--- src/hw/rtl/sliding_window_mean_and_count_macros.svh ---
// Assertion helpers used by the top-level RTL file.
// Both expect clk and arst_n to exist in the module that uses them.
`ifndef SLIDING_WINDOW_MEAN_AND_COUNT_MACROS_SVH
`define SLIDING_WINDOW_MEAN_AND_COUNT_MACROS_SVH

// Condition holds at every clock edge out of reset.
`define SWM_ASSERT_ALWAYS(lbl, cond, msg) \
	lbl: assert property (@(posedge clk) disable iff (!arst_n) (cond)) else $error(msg);

// Antecedent in one cycle implies consequent in the next.
`define SWM_ASSERT_NEXT(lbl, ante, cons, msg) \
	lbl: assert property (@(posedge clk) disable iff (!arst_n) (ante) |=> (cons)) \
		else $error(msg);

`endif

--- src/hw/rtl/swm_pkg.sv ---
`timescale 1ns / 1ps
package swm_pkg;

	// Defaults for the top-level parameters
	localparam int MAX_WINDOW_DEF  = 64;
	localparam int SAMPLE_BITS_DEF = 16;

	// Configuration register map
	localparam int CFG_IDX_W = 8;
	localparam logic [CFG_IDX_W-1:0] REG_WINDOW_LENGTH = 8'd0;
	localparam logic [CFG_IDX_W-1:0] REG_THRESHOLD     = 8'd1;

	// Window length register
	localparam int               LEN_REG_W = 7;
	localparam logic [LEN_REG_W-1:0] LEN_RESET = 7'd16;

	// Sequencer states
	typedef enum logic [1:0] {
		ST_IDLE,
		ST_CHAIN,
		ST_DIV,
		ST_DONE
	} swm_state_t;

endpackage

--- src/hw/rtl/swm_cell.sv ---
`timescale 1ns / 1ps
module swm_cell import swm_pkg::*; #(
	parameter int SAMPLE_BITS = SAMPLE_BITS_DEF,
	parameter int LENW        = 7,
	parameter int SUMW        = 22,
	parameter int IDX         = 0
) (
	input  logic                   clk,
	input  logic                   arst_n,
	input  logic                   shift,
	input  logic [SAMPLE_BITS-1:0] sample_in,
	output logic [SAMPLE_BITS-1:0] sample_out,
	input  logic [LENW-1:0]        fill,
	input  logic [SAMPLE_BITS-1:0] threshold,
	input  logic                   tok_valid_in,
	input  logic [LENW-1:0]        tok_cnt_in,
	input  logic [SUMW-1:0]        tok_sum_in,
	output logic                   tok_valid_out,
	output logic [LENW-1:0]        tok_cnt_out,
	output logic [SUMW-1:0]        tok_sum_out
);

	localparam logic [LENW-1:0] MY_IDX = LENW'(IDX);

	logic [SAMPLE_BITS-1:0] sample_q;
	logic                   tok_valid_q;
	logic [LENW-1:0]        tok_cnt_q;
	logic [SUMW-1:0]        tok_sum_q;
	logic                   active;
	logic                   above;

	// Hold one sample; advance toward the far end on every push
	always_ff @(posedge clk) begin
		if (shift) begin
			sample_q <= sample_in;
		end
	end

	// Only the newest fill entries belong to the window
	assign active = fill > MY_IDX;
	assign above  = $signed(sample_q) > $signed(threshold);

	// Add this cell's share to the passing token
	always_ff @(posedge clk or negedge arst_n) begin
		if (!arst_n) begin
			tok_valid_q <= 1'b0;
		end else begin
			tok_valid_q <= tok_valid_in;
		end
	end

	always_ff @(posedge clk) begin
		if (tok_valid_in) begin
			tok_cnt_q <= tok_cnt_in + LENW'(active && above);
			tok_sum_q <= tok_sum_in + (active ? SUMW'($signed(sample_q)) : '0);
		end
	end

	assign sample_out    = sample_q;
	assign tok_valid_out = tok_valid_q;
	assign tok_cnt_out   = tok_cnt_q;
	assign tok_sum_out   = tok_sum_q;

endmodule

--- config.mk ---
export PLATFORM = sky130hd
export DESIGN_NAME = swm_cell
export DESIGN_NICKNAME = d
export VERILOG_FILES = /design/src/hw/rtl/sliding_window_mean_and_count_macros.svh /design/src/hw/rtl/swm_pkg.sv /design/src/hw/rtl/swm_cell.sv
export SDC_FILE = /design/constraint.sdc
export NUM_CORES = 1
export LEC_CHECK = 0
export BUFFER_PORTS_ARGS = -buffer_cell sky130_fd_sc_hd__buf_2
export CAP_MARGIN = 0
export CORE_MARGIN = 5
export CORE_UTILIZATION = 30
export DETAILED_ROUTE_END_ITERATION = 6
export PLACE_DENSITY_LB_ADDON = 0.05
export SLEW_MARGIN = 20
export SYNTH_ARGS = -nofsm -noshare
export SYNTH_HDL_FRONTEND = slang
export SYNTH_SLANG_ARGS = --single-unit
--- constraint.sdc ---
create_clock -name clk -period 4.2 [get_ports clk]
set_clock_uncertainty 0.15 [all_clocks]
set_input_delay 0.63 -clock clk [delete_from_list [all_inputs] [get_ports clk]]
set_output_delay 0.63 -clock clk [all_outputs]
set_load 0.01 [all_outputs]
==> out/metrics.cfg, run 1 <==
[logic_synthesis]
yosys.area_share.xor_xnor_pct = 7.143
post_synth_mux_area_share_pct = 0
synth-async-reset-ratio_pct = 2.174
synth-compound-area-share_pct = 14.69
adder_and_majority_cell_fraction_of_the_synthesized_area_pct = 16.57
synth_top_family_by_area = adder cells
post_synth.cell_area_avg_sq_um = 11.03
distinct_cell_type_count_of_the_synthesized_netlist = 44
syn_nets = 390
yosys_most_used_dff = edfxtp_1
synth-simple-area-share_pct = 12.98
ys_seq_area_share_pct = 44.90
synth-edff-count = 45
register_bit_total_from_synthesis = 46
post_synth_design_cell_area_sq_um = 3065
syn-instance-count = 278
yosysWarningCount = 0

[finish]
final_instance_area_sq_um = 3929
final-instance-count-excl-fill = 538
numnets_final = 513
antennaDiodeCount = 0
flow.area_growth_from_synthesis_pct = 28.16
post_route_cells_drive_above_1_share_pct = 32.84

[run]
cap_violations = 0

[global_route]
grt_use_total_pct = 12.04
overflow = 0
grt_pass1_wl_um = 12160
maximum_number_of_pins_on_one_net_before_global_route_repair = 31
first_global_vias = 2611
grt_antenna_before_repair = 1

[placed_design]
place.port_buffers = 117
dp_cells = 529
placedInstanceArea_sq_um = 3809
hpwl_um = 6298
setup_ws_pre_cts_ns = 0.2891
place.gp.congestion = 0.7910

[timing]
max_slew_margin_pct = 55.87
tightest_slew_ns = 0.6620
grt_setup_unrepaired = no
min_period_ns = 3.517
part_of_the_cycle_the_worst_path_needs_pct = 83.74
report.final.slew_viol_count = 0
timing.final.ws_setup_ns = 0.6827
report.final.setup_viol = 0
timing.fmax_mhz = 284.3
fin_setup_tns_ns = 0
timing_hold_violations_final = 0

[power]
combPwrFrac_pct = 30.0
total_switching_power_uw = 404.6
power_per_cell_area_nw_per_um2 = 342.2
seqPwrFrac_pct = 44.6
power.static_leakage_nw = 1.812
clkPwrFrac_pct = 25.4
p_sw_share_pct = 30.09
design_power_total_mw = 1.344
cellInternalPower_uw = 939.8
irDropWorstVdd_uv = 190.5

[min_path]
hold_path_end = sample_out[15]
hold_path_class = in2reg
worst_hold_path.num_cells = 1
holdCritStartpoint = sample_in[15]

[worst_setup_path]
worst_setup_path_startpoint = fill[5]
worst_path_max_delay_cell = o41ai_2
worst_r2r_startpoint = sample_out[13]
critPathMostFrequentCell = a21oi_1
startpoint_type = input pin
critical_path_data_required_time_ns = 4.11
worst_setup_path_end_kind = flop
critical_path.max_stage_delay_ns = 0.56
worstPathCellList = buf_2 > nor4_1 > nand2_1 > and2_1 > ha_1 > a21o_1 > a21oi_1 > a21oi_1 > o41ai_2 > o21ai_1 > xor2_1
worst-path-max-fanout = 16
logic_depth_of_the_worst_register_to_register_path = 11
critical_path_arrival_ns = 3.43
rr_endpoint = tok_cnt_out[6]
reg2reg_slack_ns = 1.17
critPathKind = in2reg

[status]
status = complete, no violations

[floorplanning]
boundaryPins = 118
initial_core_util_pct = 30.24
design.die.area_sq_um = 12340
chipWidth_um = 111.1
rows = 37
die_h_um = 111.1
fp.coreArea_sq_um = 10140

[clock_network]
cts.repair.resized = 0
cts.htree.levels = 2
ctsLongestPathBuffers = 2
cts_made_buffers = 5
clk_transition_reported_paths_ns = 0.10
clock_latency_at_the_later_pin_of_the_worst_skew_pair_ns = 0.31
cts_tree = yes
clock_sinks = 46
cts_hold_buf = 1
postCtsSetupRepairBufs = 0
clk_root_buffer_cell = clkbuf_8

[route]
drt-initial-drc-count = 77
detail-route-antenna-nets = 0
routed_wire_length_per_instance_um = 13.97
drt_first_pass_iters = 4
post_detailed_routing_wire_length_um = 7516
route.vias.total = 2432
remaining_drc_errors = 0
post_drt_via_cell_ratio = 4.520

## flip-flops by register name (all words and copies together) (netlist names)
name and flops:
sample_out 16, tok_sum_out 22, tok_valid_out 1, tok_cnt_out 7
## cell type report
| type | instances | area, sq um |
|---|---|---|
| multi-input combinational | 204 | 1575 |
| clock inverter | 2 | 37.54 |
| sequential | 46 | 1376 |
| timing repair buffer | 119 | 603.1 |
| clock buffer | 6 | 72.57 |
| fill | 1052 | 6210 |
| tap | 136 | 170.2 |
| inverter | 25 | 93.84 |
## worst max path at each step
stage / slack, ns / end / cells past startpoint
floorplan: 0.80 / tok_sum_out[19] / 11
global placement: 0.37 / tok_sum_out[18] / 11
detailed placement: 0.29 / tok_sum_out[18] / 11
CTS: 0.63 / tok_sum_out[18] / 11
global route: 0.36 / tok_sum_out[16] / 11
finish: 0.68 / tok_sum_out[18] / 11
## cells in the final DEF (no fill, tap or decap), drive strengths merged, types with 5 or more instances in the layout
cell / count
inv: 25
xnor2: 14
and2: 14
o31ai: 5
nand4: 5
clkbuf: 6
nor2: 7
nor3: 5
ha: 39
nand2: 15
xor2: 11
a21o: 10
a21oi: 22
nand3: 12
buf: 118
o21ai: 7
edfxtp: 45
## through the flow
stage          util (%)  hold slack [ns]
5_1_grt           38.75           0.3253
3_5_place_dp      37.57           0.2557
2_1_floorplan         -           0.1844
4_1_cts           38.75           0.3311
6_report          38.75           0.3394
3_3_place_gp      37.57           0.2550
## synthesized netlist by cell type (2+ instances only)
cell      count  area, sq um
a21oi_1      22        110.1
xnor2_1      14        122.6
a21o_1       10        75.07
nand4_1       5        31.28
o21a_1        3        22.52
o31ai_1       4        30.03
o21ai_0       4        20.02
and2_1       14        87.58
o221ai_1      4        35.03
nand3_1      12        60.06
nor2b_1       4        25.02
nor3_1        5        25.02
o21bai_1      2        15.01
edfxtp_1     45         1351
xor2_1       11        96.34
inv_1        25        93.84
ha_1         39        488.0
nand2_1      15        56.30
and4_1        2        17.52
o21ai_1       3        15.01
nor2_1        7        26.28
a31oi_1       4        25.02
and3_1        3        18.77
## power groups by stage
stage | logic, mW | clock network, mW | registers [mW]
finish | 0.403 | 0.342 | 0.600
global route | 0.457 | 0.372 | 0.607
CTS | 0.411 | 0.356 | 0.602
detailed placement | 0.409 | 0 | 0.612
global placement | 0.406 | 0 | 0.611
floorplan | 0.227 | 0 | 0.639
## logic make-up after synthesis
kind of cell	count (synthesis)
adders and majority gates	40
DFF	46
xor gates and xnor gates	25
AOI/OAI and AO/OA	65
buffers and inverters	28
and+or+nand+nor	74
## worst max-delay path: cells and delay by family
| kind | cells | cell delay (ns) |
|---|---|---|
| fa+ha+maj | 1 | 0.35 |
| compound gates | 5 | 1.28 |
| simple gates | 3 | 0.91 |
| buf+inv | 1 | 0.10 |
| xor+xnor | 1 | 0.16 |
## routing by layer
metal  global-route usage, %  vias up  part of all wire (%)
met5                       0        -                 0.093
met4                   2.676        2                  0.98
met1                   15.92     1066                    48
met2                   19.09       79                    43
met3                   4.148        7                   7.3
li1                        -     1278                     -
(Power assumes the default switching activity.)
==> inputs of run 2 (changes only) <==
clock period = 2.8 ns   (was 4.2 ns; I/O delays follow)
==> run 2 against run 1 <==
The run now ends with setup timing left. Utilization rose by 10 points. First-iteration DRC count fell by 10%. Clock power rose by 47%. Cell area rose by 26%. Routed wire length rose by 9.7%. Global-route usage rose by 1.2 points. Setup slack got worse by 0.72 ns. Die area did not move. Register-to-register slack got worse by 1.1 ns. Clock-buffer cell count did not move. Critical endpoint is now tok_sum_out[19]. Largest cell class unchanged. Largest power group unchanged.
==> out/metrics.cfg, run 2 (same netlist as run 1, synthesis figures left out) <==
[min_path]
holdCritStartpoint = sample_in[13]  ; was sample_in[15]
hold_path_class = in2reg  ; unchanged
hold_path_end = sample_out[13]  ; was sample_out[15]
worst_hold_path.num_cells = 1  ; unchanged

[finish]
flow.area_growth_from_synthesis_pct = 61.27  ; was 28.16%
multi_input_area_sq_um = 1931  ; was 1575 sq um
numnets_final = 597  ; was 513
final-seq-area_sq_um = 1376  ; unchanged
largest_reg_flops = 22  ; unchanged
antennaDiodeCount = 0  ; unchanged
mostFrequentLayoutCell = buf_2  ; unchanged
final_instance_area_sq_um = 4943  ; was 3929 sq um
num-fill-cells = 982  ; was 1052
top_library_cells_by_usage_in_the_layout_fill_and_taps_aside = buf_2 (115), buf_4 (83), edfxtp_1 (45), inv_1 (25), ha_1 (23)  ; was buf_2 (117), edfxtp_1 (45), ha_1 (39), inv_1 (25), a21oi_1 (22)
post_route_cells_drive_above_1_share_pct = 54.94  ; was 32.84%

[power]
p_sw_share_pct = 29.66  ; was 30.09%
irDropWorstVdd_uv = 220.8  ; was 190.5 uV
power_per_cell_area_nw_per_um2 = 462.4  ; was 342.2 nW/um^2
seqPwrFrac_pct = 39.2  ; was 44.6%
power.static_leakage_nw = 2.285  ; was 1.812 nW
clkPwrFrac_pct = 22.0  ; was 25.4%
cellInternalPower_mw = 1.608  ; was 939.8 uW
combPwrFrac_pct = 38.8  ; was 30.0%
total_switching_power_uw = 677.9  ; was 404.6 uW

[global_route]
first_global_vias = 2895  ; was 2611
grt_use_total_pct = 13.25  ; was 12.04%
grt_pass1_wl_um = 13460  ; was 12160 um
maximum_number_of_pins_on_one_net_before_global_route_repair = 31  ; unchanged
overflow = 0  ; unchanged
grt_antenna_before_repair = 0  ; was 1

[floorplanning]
chipWidth_um = 111.1  ; unchanged
fp.coreArea_sq_um = 10140  ; unchanged
design.die.area_sq_um = 12340  ; unchanged
die_h_um = 111.1  ; unchanged
initial_core_util_pct = 30.24  ; unchanged
rows = 37  ; unchanged
boundaryPins = 118  ; unchanged

[route]
route.vias.total = 2733  ; was 2432
detail-route-antenna-nets = 0  ; unchanged
remaining_drc_errors = 0  ; unchanged
post_drt_via_cell_ratio = 4.394  ; was 4.520
drt-initial-drc-count = 69  ; was 77
post_detailed_routing_wire_length_um = 8247  ; was 7516 um
routed_wire_length_per_instance_um = 13.26  ; was 13.97 um
drt_first_pass_iters = 4  ; unchanged

[timing]
report.final.setup_viol = 2  ; was 0
timing_hold_violations_final = 0  ; unchanged
part_of_the_cycle_the_worst_path_needs_pct = 101.2
max_slew_margin_pct = 54.82  ; was 55.87%
report.final.slew_viol_count = 0  ; unchanged
timing.fmax_mhz = 352.9
min_period_ns = 2.834
timing.final.ws_setup_ns = -0.03372  ; was 0.6827 ns
grt_setup_unrepaired = yes  ; was no
whs_ns = 0.1391  ; was 0.3394 ns
tightest_slew_ns = 0.6776  ; was 0.6620 ns

[worst_setup_path]
crit_buf_inv = 2  ; was 1
critical_path.max_stage_delay_ns = 0.36  ; was 0.56 ns
worst-path-max-fanout = 13  ; was 16
timing.critical_path.max_delay_family = simple AND/OR/NAND/NOR gates  ; was compound AO/OA/AOI/OAI gates
worst_r2r_startpoint = sample_out[1]  ; was sample_out[13]
startpoint_type = input pin  ; unchanged
worst-path-stages = 12  ; was 11
worst_setup_path_end_kind = flop  ; unchanged
reg2reg_slack_ns = 0.09  ; was 1.17 ns
logic_depth_of_the_worst_register_to_register_path = 12  ; was 11
worst_path_max_delay_cell = or3_4  ; was o41ai_2
critPathKind = in2reg  ; unchanged
rr_endpoint = tok_cnt_out[2]  ; was tok_cnt_out[6]
critical_path_arrival_ns = 2.74  ; was 3.43 ns
critical_path_data_required_time_ns = 2.70  ; was 4.11 ns
worstPathCellList = buf_6 > nor4_4 > nand2_2 > buf_12 > and2_4 > ha_4 > nand4_1 > a211oi_2 > o31ai_2 > or3_4 > a311oi_2 > xor2_1  ; was buf_2 > nor4_1 > nand2_1 > and2_1 > ha_1 > a21o_1 > a21oi_1 > a21oi_1 > o41ai_2 > o21ai_1 > xor2_1

[clock_network]
ctsLongestPathBuffers = 2  ; unchanged
clock_sinks = 46  ; unchanged
cts_tree = yes  ; unchanged
cts.htree.levels = 2  ; unchanged
clk_transition_reported_paths_ns = 0.09  ; was 0.10 ns
clock_latency_at_the_later_pin_of_the_worst_skew_pair_ns = 0.30  ; was 0.31 ns
clk_root_buffer_cell = clkbuf_8  ; unchanged
cts_made_buffers = 5  ; unchanged

[status]
status = complete, but fails checks  ; was complete, no violations
failing_checks = setup timing

[run]
cap_violations = 0  ; unchanged

[placed_design]
place.gp.congestion = 0.7727  ; was 0.7910
place.port_buffers = 117  ; unchanged
hpwl_um = 6931  ; was 6298 um
placedInstanceArea_sq_um = 4533  ; was 3809 sq um

## run 2: what timing repair did
action | CTS | global route
gates cloned | 0 | 0
setup buffers | 3 | 2
hold buffers | 1 | 0
hold endpoints to repair | 1 | 0
endpoints found under the setup margin | 10 | 15
resized for setup | 14 | 32
pin swaps | 6 | 17
## run 2: cell type report
class / count / share of cell area, %
multi-input combinational: 204 / 39.05
sequential: 46 / 27.84
timing repair buffer: 203 / 25.54
tap: 136 / 3.442
inverter: 25 / 1.898
clock buffer: 6 / 1.468
clock inverter: 2 / 0.7593
## run 2: power by group through the flow
stage,Combinational (mW),Sequential [mW],Clock [mW]
floorplan,0.366,0.959,0
global placement,0.807,0.910,0
detailed placement,0.816,0.912,0
CTS,0.842,0.896,0.524
global route,0.987,0.906,0.552
finish,0.887,0.895,0.504
## run 2: metal layers
metal	wire (um)	track usage, %
met1	3852	17.48
met2	3744	22.05
met3	581	3.439
met4	69	2.676
met5	0	0
## run 2: worst max-delay path by stage
| stage | from | endpoint |
|---|---|---|
| 6_report | fill[1] | tok_sum_out[19] |
| 5_1_grt | fill[1] | tok_sum_out[19] |
| 4_1_cts | fill[1] | tok_sum_out[19] |
| 3_5_place_dp | fill[1] | tok_sum_out[19] |
| 3_3_place_gp | fill[1] | tok_sum_out[19] |
| 2_1_floorplan | fill[1] | tok_sum_out[19] |
## run 2: stage by stage
stage / worst slack (ns) / util [%] / total power [mW] / std cells / TNS [ns]
3_5_place_dp: -0.4135 / 44.71 / 1.728 / 609 / -4.842
3_3_place_gp: -0.3601 / 44.71 / 1.717 / 609 / -4.328
6_report: -0.03372 / 48.76 / 2.286 / 622 / -0.04305
4_1_cts: -0.03904 / 46.92 / 2.263 / 621 / -0.07326
2_1_floorplan: -0.1159 / - / 1.325 / 278 / -0.2263
5_1_grt: -0.1534 / 48.76 / 2.445 / 622 / -0.4774
