### src/hw/rtl/sliding_window_mean_and_count_macros.svh
// Assertion helpers used by the top-level RTL file.
// Both expect clk and arst_n to exist in the module that uses them.
`ifndef SLIDING_WINDOW_MEAN_AND_COUNT_MACROS_SVH
`define SLIDING_WINDOW_MEAN_AND_COUNT_MACROS_SVH

// Condition holds at every clock edge out of reset.
`define SWM_ASSERT_ALWAYS(lbl, cond, msg) \
	lbl: assert property (@(posedge clk) disable iff (!arst_n) (cond)) else $error(msg);

// Antecedent in one cycle implies consequent in the next.
`define SWM_ASSERT_NEXT(lbl, ante, cons, msg) \
	lbl: assert property (@(posedge clk) disable iff (!arst_n) (ante) |=> (cons)) \
		else $error(msg);

`endif

### src/hw/rtl/swm_pkg.sv
`timescale 1ns / 1ps
package swm_pkg;

	// Defaults for the top-level parameters
	localparam int MAX_WINDOW_DEF  = 64;
	localparam int SAMPLE_BITS_DEF = 16;

	// Configuration register map
	localparam int CFG_IDX_W = 8;
	localparam logic [CFG_IDX_W-1:0] REG_WINDOW_LENGTH = 8'd0;
	localparam logic [CFG_IDX_W-1:0] REG_THRESHOLD     = 8'd1;

	// Window length register
	localparam int               LEN_REG_W = 7;
	localparam logic [LEN_REG_W-1:0] LEN_RESET = 7'd16;

	// Sequencer states
	typedef enum logic [1:0] {
		ST_IDLE,
		ST_CHAIN,
		ST_DIV,
		ST_DONE
	} swm_state_t;

endpackage

### src/hw/rtl/swm_divider.sv
`timescale 1ns / 1ps
module swm_divider import swm_pkg::*; #(
	parameter int SUMW = 22,
	parameter int LENW = 7,
	parameter int QW   = SAMPLE_BITS_DEF
) (
	input  logic            clk,
	input  logic            arst_n,
	input  logic            start,
	input  logic [SUMW-1:0] dividend,
	input  logic [LENW-1:0] divisor,
	output logic            done,
	output logic [QW-1:0]   quotient
);

	localparam int CW = $clog2(SUMW + 1);

	logic            busy_q;
	logic            done_q;
	logic [CW-1:0]   cnt_q;
	logic [LENW-1:0] rem_q;
	logic [LENW-1:0] div_q;
	logic [SUMW-1:0] quo_q;
	logic            neg_q;
	logic [LENW:0]   trial;
	logic            fits;
	logic [SUMW-1:0] signed_quo;

	// Restoring division on the magnitude, one quotient bit a cycle
	assign trial = {rem_q, quo_q[SUMW-1]};
	assign fits  = trial >= {1'b0, div_q};

	always_ff @(posedge clk or negedge arst_n) begin
		if (!arst_n) begin
			busy_q <= 1'b0;
			done_q <= 1'b0;
			cnt_q  <= '0;
		end else begin
			done_q <= 1'b0;
			if (start) begin
				busy_q <= 1'b1;
				cnt_q  <= CW'(SUMW);
			end else if (busy_q) begin
				cnt_q <= cnt_q - 1'b1;
				if (cnt_q == CW'(1)) begin
					busy_q <= 1'b0;
					done_q <= 1'b1;
				end
			end
		end
	end

	always_ff @(posedge clk) begin
		if (start) begin
			rem_q <= '0;
			div_q <= divisor;
			neg_q <= dividend[SUMW-1];
			quo_q <= dividend[SUMW-1] ? (~dividend + 1'b1) : dividend;
		end else if (busy_q) begin
			rem_q <= fits ? LENW'(trial - {1'b0, div_q}) : LENW'(trial);
			quo_q <= {quo_q[SUMW-2:0], fits};
		end
	end

	// Restore the sign; the magnitude always fits the sample width
	assign signed_quo = neg_q ? (~quo_q + 1'b1) : quo_q;
	assign quotient   = signed_quo[QW-1:0];
	assign done       = done_q;

endmodule

### config.mk
export PLATFORM = sky130hd
export DESIGN_NAME = swm_divider
export DESIGN_NICKNAME = d
export VERILOG_FILES = /design/src/hw/rtl/sliding_window_mean_and_count_macros.svh /design/src/hw/rtl/swm_pkg.sv /design/src/hw/rtl/swm_divider.sv
export SDC_FILE = /design/constraint.sdc
export NUM_CORES = 1
export LEC_CHECK = 0
export ABC_AREA = 1
export BUFFER_PORTS_ARGS = -buffer_cell sky130_fd_sc_hd__buf_2
export CORE_AREA = 2 2 83 69
export DETAILED_ROUTE_END_ITERATION = 10
export DIE_AREA = 0 0 85 71
export GPL_TIMING_DRIVEN = 0
export PLACE_DENSITY = 0.84
export SLEW_MARGIN = 10
export SYNTH_ARGS = -nofsm -noshare
export SYNTH_HDL_FRONTEND = slang
export SYNTH_SLANG_ARGS = --single-unit
### constraint.sdc
create_clock -name clk -period 3.2 [get_ports clk]
set_clock_uncertainty 0.2 [all_clocks]
set_input_delay 0.32 -clock clk [delete_from_list [all_inputs] [get_ports clk]]
set_output_delay 0.32 -clock clk [all_outputs]
set_load 0.01 [all_outputs]
==> impl_results.rst, run 1 <==
.. list-table::
   :header-rows: 1

   * - Metric
     - Value
   * - Maximum Capacitance Violations
     - 0
   * - Number of violations reported at the end of detailed-routing iteration 0
     - ~220
   * - Total number of vias
     - roughly 3.0k
   * - Nets in the synthesized netlist
     - 482
   * - Result of the run
     - completed
   * - Number of clock buffers inserted by TritonCTS
     - 5
   * - Setup repair after global routing missed its margin
     - no
   * - Max Clock Freq
     - between 0.4 and 0.5 GHz
   * - Final Net Count
     - about 540
   * - Layout overhead on the synthesized area
     - 15.4%
   * - Required time reported for the critical path endpoint
     - between 2000 and 3000 ps
   * - ANT nets after route
     - 0
   * - Slew margin rel.
     - 41.0%
   * - Yosys warns
     - 0
   * - Final global-route overflow total
     - 0
   * - Power per unit of standard cell area
     - 512 nW/µm²
   * - Gate count after technology mapping
     - 438
   * - Cell area after technology mapping
     - ~3100 µm²
   * - Post-layout min period
     - between 2000 and 2500 ps
   * - Via density
     - 5.39
   * - Final-layout worst hold slack
     - ~5.0 ps
   * - Commonest cells after routing, fill and taps aside
     - 126 x sky130_fd_sc_hd__nand2_1, 64 x sky130_fd_sc_hd__inv_1, 52 x sky130_fd_sc_hd__buf_2
   * - CTS Buffer Depth
     - 2
   * - Pleak
     - around 1.8 nW
   * - Area after detailed placement
     - 3460 µm²
   * - H-tree levels
     - 2
   * - Avg WL per Cell
     - roughly 13 µm
   * - Critical path capture point type
     - output port
   * - Critical path class
     - reg2out
   * - Area of the placeable core
     - 5260 µm²
   * - HPWL Detailed
     - 5.52 mm
   * - Number of endpoints with negative hold slack in the final report
     - 0
   * - Peak VDD IR
     - about 420 µV
   * - Count of pins over their slew limit
     - 0
   * - Antenna violations before repair
     - 0
   * - Proportion of layout cells with a drive suffix above 1
     - between 10% and 20%
   * - Yosys reg bits
     - 44
   * - Final wirelength
     - 7.22 mm
   * - CTS tree
     - done
   * - IO Count
     - 49
   * - Count of input and output buffers
     - 48
   * - Root Buffer
     - sky130_fd_sc_hd__clkbuf_8
   * - Number of global-route vias before repair
     - between 2k and 3k
   * - DIE WIDTH
     - around 85 µm
   * - GRT Util Overall
     - 25.2%
   * - Most common library cell in the layout ignoring fill and taps
     - sky130_fd_sc_hd__nand2_1
   * - Initial Util
     - approximately three fifths
   * - Die Area
     - around 6000 µm²
   * - Post-CTS Resized
     - 0
   * - Critical path arrival
     - 1820 ps
   * - Antenna cell count
     - 0
   * - Pin count of the biggest net entering global routing
     - 24
   * - Detailed-route DRC error count
     - 0
   * - Cell area after layout
     - 3630 µm²
   * - Final setup TNS
     - 0 ps
   * - Register area share after synthesis
     - between 30% and 40%
   * - Clock latency of the later-clocked register in the worst-skew pair
     - just under 300 ps
   * - Clock-pin transition on the worst setup and hold timing paths
     - around 80 ps
   * - Worst hold-check path type
     - in2reg
   * - Die boundary height
     - between 70 and 80 µm
   * - Clock sink count
     - between 40 and 50
   * - Gpl congestion
     - between 0.9 and 1
   * - Fill count
     - about 430
   * - Final critical-path share of the clock period
     - around three quarters
   * - Site Rows
     - 24
   * - Distinct cell type count of the synthesized netlist
     - 34
   * - Actual transition at the worst max-transition pin
     - approximately 880 ps
   * - Final setup vio count
     - 0
   * - Number of iterations in the first detailed-routing pass
     - 5
   * - Worst-path maximum fanout
     - 3
   * - Mean instance size in the synthesized netlist
     - 7.18 µm²
   * - Launching element type of the critical path
     - register
   * - Post-CTS setup-driven buffer insertion count
     - 0
   * - First-pass GRT wire length
     - approximately 12 mm
   * - Overall Power
     - 0.00186 W
-- state kept, by name, indices dropped and copies added, names as in the netlist --
register  flops
cnt_q         5
neg_q         1
done          1
div_q         7
quo_q        22
busy_q        1
rem_q         7
-- layout make-up --
cell class / instances / area [µm²] / share of cell area, %
well taps: 65 / 81.3 / 2.24
clock inverters: 1 / 6.26 / 0.172
flip-flops and latches: 44 / 1220 / 33.5
inverters: 66 / 248 / 6.83
clock buffers: 7 / 86.3 / 2.38
multi-input cells: 319 / 1640 / 45.1
repair buffers: 55 / 310 / 8.55
plain buffers: 9 / 42.5 / 1.17
-- logic make-up after synthesis --
logic type	after synthesis	share of synthesized area, %
and+or+nand+nor	242	33.5
AOI/OAI and AO/OA	43	7.44
adders and majority gates	12	5.02
buffers and inverters	75	9.24
xor gates and xnor gates	22	6.13
DFF	44	38.7
-- power by group --
part	switching (W)	leakage [nW]	total (W)	internal (W)
clock network	0.000188	0.0488	0.000364	0.000176
logic	0.000437	1.33	0.000730	0.000292
registers	0.0000626	0.455	0.000763	0.000700
-- final timing paths --
path                             from      endpoint  slack, ps  cells past startpoint
setup / recovery             quo_q[1]  quotient[12]        860                     10
hold / removal             divisor[4]      div_q[4]          5                      1
max in group asynchronous      arst_n      cnt_q[4]       2480                      2
setup reg to reg            quo_q[21]      rem_q[1]       1000                     10
hold reg to reg              rem_q[3]      rem_q[3]        280                      2
min in group asynchronous      arst_n        busy_q        170                      2
-- metal layers --
| metal | share of wire (%) | track usage (%) |
|---|---|---|
| met1 | 44 | 33.3 |
| met2 | 47 | 43.1 |
| met3 | 6.9 | 3.38 |
| met4 | 2.0 | 8.47 |
| met5 | 0 | 0 |
-- critical path: stages (launching register included) --
cell	delay [ps]
sky130_fd_sc_hd__edfxtp_1	410
sky130_fd_sc_hd__inv_1	110
sky130_fd_sc_hd__ha_1	170
sky130_fd_sc_hd__inv_1	60
sky130_fd_sc_hd__nor3_1	290
sky130_fd_sc_hd__nand2_1	90
sky130_fd_sc_hd__nand2_1	60
sky130_fd_sc_hd__nand2_1	50
sky130_fd_sc_hd__nand2_1	50
sky130_fd_sc_hd__o21ai_0	70
sky130_fd_sc_hd__buf_2	150
-- cell usage after synthesis --
cell type	instances	share of area [%]
sky130_fd_sc_hd__nand2_1	126	15
sky130_fd_sc_hd__inv_1	64	7.6
sky130_fd_sc_hd__nand3_1	48	7.6
sky130_fd_sc_hd__nor2_1	45	5.4
sky130_fd_sc_hd__edfxtp_1	30	29
sky130_fd_sc_hd__o21ai_0	25	4.0
sky130_fd_sc_hd__xor2_1	15	4.2
sky130_fd_sc_hd__ha_1	11	4.4
sky130_fd_sc_hd__a21oi_1	9	1.4
sky130_fd_sc_hd__nand4_1	8	1.6
sky130_fd_sc_hd__dfrtp_1	7	5.6
sky130_fd_sc_hd__dfxtp_1	7	4.5
sky130_fd_sc_hd__xnor2_1	7	2.0
sky130_fd_sc_hd__nand3b_1	5	1.2
sky130_fd_sc_hd__buf_2	4	0.64
sky130_fd_sc_hd__clkbuf_1	4	0.48
sky130_fd_sc_hd__o21ai_1	4	0.64
sky130_fd_sc_hd__a31oi_1	2	0.40
sky130_fd_sc_hd__nor3_1	2	0.32
sky130_fd_sc_hd__a21oi_4	1	0.52
sky130_fd_sc_hd__a22oi_1	1	0.24
sky130_fd_sc_hd__buf_4	1	0.24
sky130_fd_sc_hd__clkinv_1	1	0.12
sky130_fd_sc_hd__fa_1	1	0.64
sky130_fd_sc_hd__inv_2	1	0.12
sky130_fd_sc_hd__nand2_2	1	0.20
sky130_fd_sc_hd__nand2b_1	1	0.20
sky130_fd_sc_hd__nand3_4	1	0.56
sky130_fd_sc_hd__nor2_2	1	0.20
sky130_fd_sc_hd__nor2_4	1	0.36
sky130_fd_sc_hd__nor3_2	1	0.32
sky130_fd_sc_hd__o31ai_1	1	0.24
sky130_fd_sc_hd__or2_2	1	0.20
sky130_fd_sc_hd__or2_4	1	0.28
-- through the flow --
stage	utilization, %	instances	worst slack, ps
2_1_floorplan	-	438	1340
3_3_place_gp	65.9	551	967
3_5_place_dp	65.9	551	932
4_1_cts	69.0	566	836
5_1_grt	69.0	566	607
6_report	69.0	566	857
-- what timing repair did --
action / 4_1_cts / 5_1_grt
endpoints found under the setup margin: 0 / 0
hold buffers: 7 / 0
endpoints found under the hold margin: 13 / 0
(Power assumes the default switching activity.)
==> run 2, diff against run 1 <==
Settings changed: CORE_AREA 2 2 83 69 to 2 2 87 72, DIE_AREA 0 0 85 71 to 0 0 89 74, PLACE_DENSITY 0.84 to 0.78.
Clock period 3.2 ns to 2.3 ns, I/O delays scaled along.
==> run 2 against run 1 <==
Via count is 2.8% lower. Final cell count is 4.2% higher. Register-to-register slack worse by 780 ps. Setup slack worse by 760 ps. Final area is 3.2% higher. Utilization is 4.0 points lower. Non-clock buffer count is 8 higher. Die area is 9.1% higher. Sequential power is 39% higher.
==> impl_results.rst, run 2 (same netlist as run 1, synthesis figures left out) <==
.. list-table::
   :header-rows: 1

   * - Metric
     - Value
   * - Max stage delay on crit path
     - 480 ps (+70 ps)
   * - GRT Util Overall
     - 23.9% (-1.4 points)
   * - Largest registers
     - quo_q: 22 flops, div_q: 7 flops, rem_q: 7 flops
   * - Worst-path maximum fanout
     - 4 (+1)
   * - Clock share of power
     - 22.1% (+2.5 points)
   * - HPWL Detailed
     - 5.51 mm (-0.14%)
   * - Root Buffer
     - sky130_fd_sc_hd__clkbuf_8
   * - Actual transition at the worst max-transition pin
     - 895 ps (+9.90 ps)
   * - Die boundary height
     - 74 µm (+4.2%)
   * - Critical path's most frequent cell
     - sky130_fd_sc_hd__nand2_1
   * - Clock sink count
     - 44 (unchanged)
   * - Total number of vias
     - 2963 (-2.8%)
   * - IO Count
     - 49 (unchanged)
   * - Antenna cell count
     - 0 (unchanged)
   * - Overall Power
     - 0.00271 W (+46%)
   * - Family with the most delay on the worst path
     - simple AND/OR/NAND/NOR gates
   * - Pleak
     - 1.88 nW (+2.6%)
   * - Post-layout min period
     - approximately 2200 ps
   * - Final critical-path share of the clock period
     - a little over nine tenths
   * - Cell type of the slowest stage on the worst timing path
     - sky130_fd_sc_hd__edfxtp_1
   * - Peak VDD IR
     - 637 µV (+51%)
   * - Clock latency of the later-clocked register in the worst-skew pair
     - 310 ps (+20 ps)
   * - Via density
     - 5.02 (-6.7%)
   * - Count of pins over their slew limit
     - 0 (unchanged)
   * - Cell count after placement
     - 567 (+2.9%)
   * - Fill count
     - 534 (+23%)
   * - Maximum Capacitance Violations
     - 0 (unchanged)
   * - Detailed-route DRC error count
     - 0 (unchanged)
   * - Critical path class
     - reg2out
   * - Layout overhead on the synthesized area
     - 19.1%
   * - Proportion of layout cells with a drive suffix above 1
     - 16.1% (+2.3 points)
   * - Final global-route overflow total
     - 0 (unchanged)
   * - Critical path capture point type
     - output port
   * - Commonest cells after routing, fill and taps aside
     - 126 x sky130_fd_sc_hd__nand2_1, 62 x sky130_fd_sc_hd__inv_1, 52 x sky130_fd_sc_hd__buf_2
   * - Pint
     - 0.00173 W (+48%)
   * - Worst Path Buf+Inv
     - 2 (-1)
   * - Reg with most FFs
     - quo_q
   * - Number of iterations in the first detailed-routing pass
     - 4 (-1)
   * - CTS tree
     - done
   * - Initial Util
     - 54.6% (-5.2 points)
   * - Avg WL per Cell
     - 12.4 µm (-2.9%)
   * - Worst hold-check path type
     - in2async
   * - ANT nets after route
     - 0 (unchanged)
   * - H-tree levels
     - 2 (unchanged)
   * - Largest register FFs
     - 22 (unchanged)
   * - Most common library cell in the layout ignoring fill and taps
     - sky130_fd_sc_hd__nand2_1
   * - Required time reported for the critical path endpoint
     - 1870 ps (-810 ps)
   * - Final Net Count
     - 552 (+1.5%)
   * - Antenna violations before repair
     - 0 (unchanged)
   * - Number of clock buffers inserted by TritonCTS
     - 5 (unchanged)
   * - First-pass GRT wire length
     - 12.2 mm (-1.7%)
   * - Slew margin rel.
     - 40.3% (-0.66 points)
   * - Post-Layout Cell Count
     - 590 (+4.2%)
   * - Number of violations reported at the end of detailed-routing iteration 0
     - 196 (-8.8%)
   * - Sequential group share of total power
     - 39.1% (-2.0 points)
   * - Cells along the critical path
     - inv_1 > nand3_1 > nor2_2 > nand2_1 > nand2_1 > o21ai_1 > xor2_1 > buf_2
   * - Max Clock Freq
     - 0.454 GHz
   * - Area of the placeable core
     - 5760 µm² (+9.5%)
   * - DIE WIDTH
     - 89 µm (+4.7%)
   * - Launching element type of the critical path
     - register
   * - Final wirelength
     - 7.31 mm (+1.2%)
   * - Gpl congestion
     - 0.934 (+0.69%)
   * - Power per unit of standard cell area
     - 724 nW/µm² (+41%)
   * - Psw
     - 0.000980 W (+42%)
   * - Die Area
     - 6590 µm² (+9.1%)
   * - Final setup vio count
     - 0 (unchanged)
   * - Number of endpoints with negative hold slack in the final report
     - 0 (unchanged)
   * - Power share of the combinational group
     - 38.8% (-0.5 points)
   * - Number of global-route vias before repair
     - 2767 (-6.1%)
   * - Setup repair after global routing missed its margin
     - yes
   * - Pin count of the biggest net entering global routing
     - 24 (unchanged)
   * - Site Rows
     - 25 (+4.2%)
   * - Count of input and output buffers
     - 48 (unchanged)
   * - Result of the run
     - completed
   * - Clock-pin transition on the worst setup and hold timing paths
     - 100 ps (+20 ps)
   * - CTS Buffer Depth
     - 2 (unchanged)
   * - Sw frac
     - 36.2% (-0.87 points)
   * - Critical path arrival
     - 1770 ps (-50 ps)
run 2: worst reg2reg max path, cell delays in order, from the launching register on:
cell                       delay, ps
sky130_fd_sc_hd__edfxtp_1        390
sky130_fd_sc_hd__ha_1            240
sky130_fd_sc_hd__fa_1            420
sky130_fd_sc_hd__inv_1           100
sky130_fd_sc_hd__nand2_1          60
sky130_fd_sc_hd__nand2_1         120
sky130_fd_sc_hd__nand2_1         110
sky130_fd_sc_hd__nand3_4         140
sky130_fd_sc_hd__nand2_1          60
sky130_fd_sc_hd__o21ai_0         100
run 2: cell type report:
cell class | instances | area (µm²) | share of cell area (%)
Multi-Input combinational cell | 319 | 1650 | 44.1
Timing Repair Buffer | 63 | 375 | 10.0
Tap cell | 81 | 101 | 2.71
Inverter | 66 | 248 | 6.62
Sequential cell | 44 | 1220 | 32.5
Clock buffer | 5 | 68.8 | 1.84
Clock inverter | 3 | 41.3 | 1.10
Buffer | 9 | 42.5 | 1.14
run 2: repair_timing:
item | in CTS | in global routing
buffers inserted | 0 | 6
setup endpoints to repair | 1 | 11
cloned | 0 | 0
hold buffers | 9 | 0
gates resized for setup | 1 | 5
endpoints found under the hold margin | 15 | 0
pin swaps | 0 | 1
run 2: final timing paths:
kind	from	endpoint	slack, ps	cells after the start
worst max-delay path	quo_q[2]	quotient[13]	100	8
worst min-delay path	arst_n	cnt_q[1]	60	2
worst max register to register	div_q[0]	quo_q[0]	220	9
worst min register to register	rem_q[0]	rem_q[0]	280	2
max in group asynchronous	arst_n	done	1680	2
min in group clk	start	div_q[3]	80	1
run 2: power groups by stage:
stage	sequential, W	clock [W]	combinational (W)
3_3_place_gp	0.00107	0	0.000963
5_1_grt	0.00108	0.000636	0.00119
3_5_place_dp	0.00107	0	0.000990
4_1_cts	0.00106	0.000612	0.00101
2_1_floorplan	0.00105	0	0.000742
6_report	0.00106	0.000599	0.00105
run 2: per-stage QoR:
stage | setup TNS, ps | hold slack, ps | setup WS [ps] | utilization [%] | cell area (µm²)
after global routing | -129 | 84.4 | -62.6 | 65.0 | 3740
after CTS | 0 | 67.5 | 40.7 | 64.1 | 3690
after floorplan | 0 | -266 | 445 | - | 3140
final | 0 | 64.0 | 97.0 | 65.0 | 3740
after global placement | 0 | -130 | 161 | 60.5 | 3480
after detailed placement | 0 | -128 | 158 | 60.5 | 3480
run 2: routing by layer:
| metal | GRT usage, % | part of all wire, % |
|---|---|---|
| met4 | 6.14 | 1.3 |
| met1 | 31.0 | 46 |
| met5 | 0 | 0 |
| met2 | 42.0 | 48 |
| met3 | 3.77 | 4.3 |
==> run 3, diff against run 2 <==
--- a/config.mk
+++ b/config.mk
@@ -7,4 +7,5 @@
 export LEC_CHECK = 0
 export ABC_AREA = 1
+export ABC_CLOCK_PERIOD_IN_PS = 2300
 export BUFFER_PORTS_ARGS = -buffer_cell sky130_fd_sc_hd__buf_2
 export CORE_AREA = 2 2 87 72
==> constraint.sdc (replaced) <==
create_clock -name clk -period 2.3 [get_ports clk]
set_clock_uncertainty 0.2 [all_clocks]
set_input_delay 0.23 -clock clk [delete_from_list [all_inputs] [get_ports clk]]
set_output_delay 0.23 -clock clk [all_outputs]
set_load 0.02 [all_outputs]
==> run 3 against run 2 <==
Global-route usage stayed put. Largest cell class unchanged. Final area is 0.57% higher. Worst hold slack about the same. Critical path depth up 1. Sequential power hardly changed. Non-clock buffer count unchanged. Total power up 2.4%. Clock-buffer cell count stayed put. Utilization up 0.37 points. Die area unchanged. Register-to-register slack is essentially flat.
==> impl_results.rst, run 3 (same netlist as run 1, synthesis figures left out) <==
.. list-table::
   :header-rows: 1

   * - Metric
     - Value
   * - Result of the run
     - completed
   * - Die boundary height
     - 74 µm (unchanged)
   * - Final setup TNS
     - 0 ps (unchanged)
   * - Power per unit of standard cell area
     - 737 nW/µm² (+1.8%)
   * - Final wirelength
     - 7.33 mm (+0.19%)
   * - Via density
     - 5.03 (+0.24%)
   * - Actual transition at the worst max-transition pin
     - 888 ps (-6.16 ps)
   * - Worst setup slack after placement
     - 158 ps (unchanged)
   * - Launching element type of the critical path
     - register
   * - Detail Route met2 WL
     - 3.52 mm (about the same)
   * - DIE WIDTH
     - 89 µm (unchanged)
   * - Number of clock buffers inserted by TritonCTS
     - 5 (unchanged)
   * - Final critical-path setup slack
     - 75.6 ps (-21.5 ps)
   * - Area occupied by multi-input gates
     - 1660 µm² (+0.76%)
   * - CTS Buffer Depth
     - 2 (unchanged)
   * - ANT nets after route
     - 0 (unchanged)
   * - Initial Util
     - 54.6% (unchanged)
   * - Commonest cells after routing, fill and taps aside
     - 125 x sky130_fd_sc_hd__nand2_1, 62 x sky130_fd_sc_hd__inv_1, 50 x sky130_fd_sc_hd__buf_2
   * - Final critical-path share of the clock period
     - 96.7% (+0.93 points)
   * - Reg with most FFs
     - quo_q
   * - IO Count
     - 49 (unchanged)
   * - Clock latency of the later-clocked register in the worst-skew pair
     - 310 ps (about the same)
   * - Critical path class
     - reg2out
   * - Critical path arrival
     - 1790 ps (+20 ps)
   * - First-pass GRT wire length
     - 12.2 mm (unchanged)
   * - Maximum Capacitance Violations
     - 0 (unchanged)
   * - Wire length on met3
     - 344 µm (+8.5%)
   * - Antenna cell count
     - 0 (unchanged)
   * - Number of iterations in the first detailed-routing pass
     - 4 (unchanged)
   * - Largest registers
     - quo_q: 22 flops, div_q: 7 flops, rem_q: 7 flops
   * - GRT Util Overall
     - 23.9% (unchanged)
   * - Largest register FFs
     - 22 (unchanged)
   * - Area of the placeable core
     - 5760 µm² (unchanged)
   * - Most common library cell in the layout ignoring fill and taps
     - sky130_fd_sc_hd__nand2_1
   * - Proportion of layout cells with a drive suffix above 1
     - 16.7% (+0.59 points)
   * - Pin count of the biggest net entering global routing
     - 24 (unchanged)
   * - Gpl congestion
     - 0.934 (unchanged)
   * - Clock-pin transition on the worst setup and hold timing paths
     - 100 ps (about the same)
   * - R2R cell count
     - 10 (+1)
   * - Count of pins over their slew limit
     - 0 (unchanged)
   * - Fin util
     - 65.4% (+0.37 points)
   * - HPWL Detailed
     - 5.51 mm (unchanged)
   * - Slew margin rel.
     - 40.7% (+0.41 points)
   * - Final Net Count
     - 552 (unchanged)
   * - Number of endpoints with negative hold slack in the final report
     - 0 (unchanged)
   * - Family with the most delay on the worst path
     - simple AND/OR/NAND/NOR gates
   * - Setup repair after global routing missed its margin
     - yes
   * - Final global-route overflow total
     - 0 (unchanged)
   * - Site Rows
     - 25 (unchanged)
   * - Uppermost layer routed
     - met4
   * - Fill count
     - 533 (-0.19%)
   * - Worst-path maximum fanout
     - 4 (unchanged)
   * - Area after detailed placement
     - 3480 µm² (unchanged)
   * - Layout overhead on the synthesized area
     - 19.8%
   * - Cell area after layout
     - 3760 µm² (+0.57%)
   * - Worst hold-check path type
     - in2async
   * - Clock sink count
     - 44 (unchanged)
   * - Die Area
     - 6590 µm² (unchanged)
   * - Antenna violations before repair
     - 0 (unchanged)
   * - Cell type of the slowest stage on the worst timing path
     - sky130_fd_sc_hd__edfxtp_1
   * - Met1 WL
     - 3.37 mm (-0.47%)
   * - Final setup vio count
     - 0 (unchanged)
   * - Number of global-route vias before repair
     - 2767 (unchanged)
   * - Count of input and output buffers
     - 48 (unchanged)
   * - Post-Layout Cell Count
     - 590 (unchanged)
   * - Critical path's most frequent cell
     - sky130_fd_sc_hd__nand2_1
   * - Critical path capture point type
     - output port
   * - Peak VDD IR
     - 637 µV (about the same)
   * - Reg area
     - 1220 µm² (unchanged)
   * - Post-layout min period
     - 2220 ps (+21.5 ps)
   * - Total number of vias
     - 2970 (+0.24%)
   * - Pleak
     - 1.89 nW (+0.62%)
   * - H-tree levels
     - 2 (unchanged)
   * - Avg WL per Cell
     - 12.4 µm (+0.19%)
   * - Detailed-route DRC error count
     - 0 (unchanged)
   * - CTS tree
     - done
   * - Max stage delay on crit path
     - 490 ps (about the same)
   * - Number of cells on the critical path
     - 9 (+1)
   * - Cell count after placement
     - 567 (unchanged)
   * - Max Clock Freq
     - 0.450 GHz (-0.96%)
   * - Worst Path Buf+Inv
     - 2 (unchanged)
   * - Cells along the critical path
     - nor2_2 > nand4_1 > buf_4 > nand2b_4 > nand2_2 > nand2_1 > nand2_1 > nand2_1 > buf_6
   * - Required time reported for the critical path endpoint
     - 1870 ps (about the same)
   * - Root Buffer
     - sky130_fd_sc_hd__clkbuf_8
   * - Number of violations reported at the end of detailed-routing iteration 0
     - 197 (+0.51%)
-- run 3: cell counts in the layout (fill, tap and decap cells not counted) --
Identical to the previous run, type by type.
-- run 3: repair_timing --
action,4_1_cts,5_1_grt
gates cloned,0,0
endpoints found under the hold margin,15,0
setup endpoints to repair,1,11
buffers inserted,0,6
hold buffers,9,0
pin swaps,0,3
gates resized for setup,1,11
-- run 3: worst register-to-register path, delay by kind of cell (launching register included) --
kind / cells / cell delay (ps)
fa+ha+maj: 2 / 660
simple gates: 7 / 640
flops: 1 / 390
buf+inv: 1 / 100
-- run 3: power breakdown --
part | switching, W | internal, W | total [W]
Combinational | 0.000676 | 0.000439 | 0.00112
Sequential | 0.0000862 | 0.000974 | 0.00106
Clock | 0.000276 | 0.000322 | 0.000598
Total | 0.00104 | 0.00174 | 0.00277
-- run 3: final timing paths --
check / slack (ps) / from / end
max in group asynchronous: 1680 / arst_n / done
hold / removal: 60 / arst_n / cnt_q[1]
min in group clk: 80 / start / div_q[3]
hold reg to reg: 280 / rem_q[0] / rem_q[0]
setup reg to reg: 220 / div_q[0] / rem_q[5]
setup / recovery: 80 / quo_q[3] / quotient[14]
-- run 3: layout make-up --
| type | instances | area share [%] |
|---|---|---|
| well taps | 81 | 2.69 |
| flip-flops and latches | 44 | 32.3 |
| plain buffers | 9 | 1.13 |
| inverters | 66 | 6.58 |
| clock inverters | 3 | 1.10 |
| repair buffers | 63 | 10.2 |
| clock buffers | 5 | 1.83 |
| multi-input cells | 319 | 44.2 |
-- run 3: layer usage --
| layer | vias to the layer above | GRT usage (%) |
|---|---|---|
| li1 | 1549 | - |
| met1 | 1354 | 31.0 |
| met2 | 58 | 42.0 |
| met3 | 9 | 3.77 |
| met4 | 0 | 6.14 |
| met5 | - | 0 |
-- run 3: through the flow --
| stage | hold WS, ps | total power (W) |
|---|---|---|
| floorplan | -266 | 0.00185 |
| global route | 84.4 | 0.00297 |
| detailed placement | -128 | 0.00212 |
| global placement | -130 | 0.00209 |
| finish | 64.4 | 0.00277 |
| CTS | 67.5 | 0.00274 |
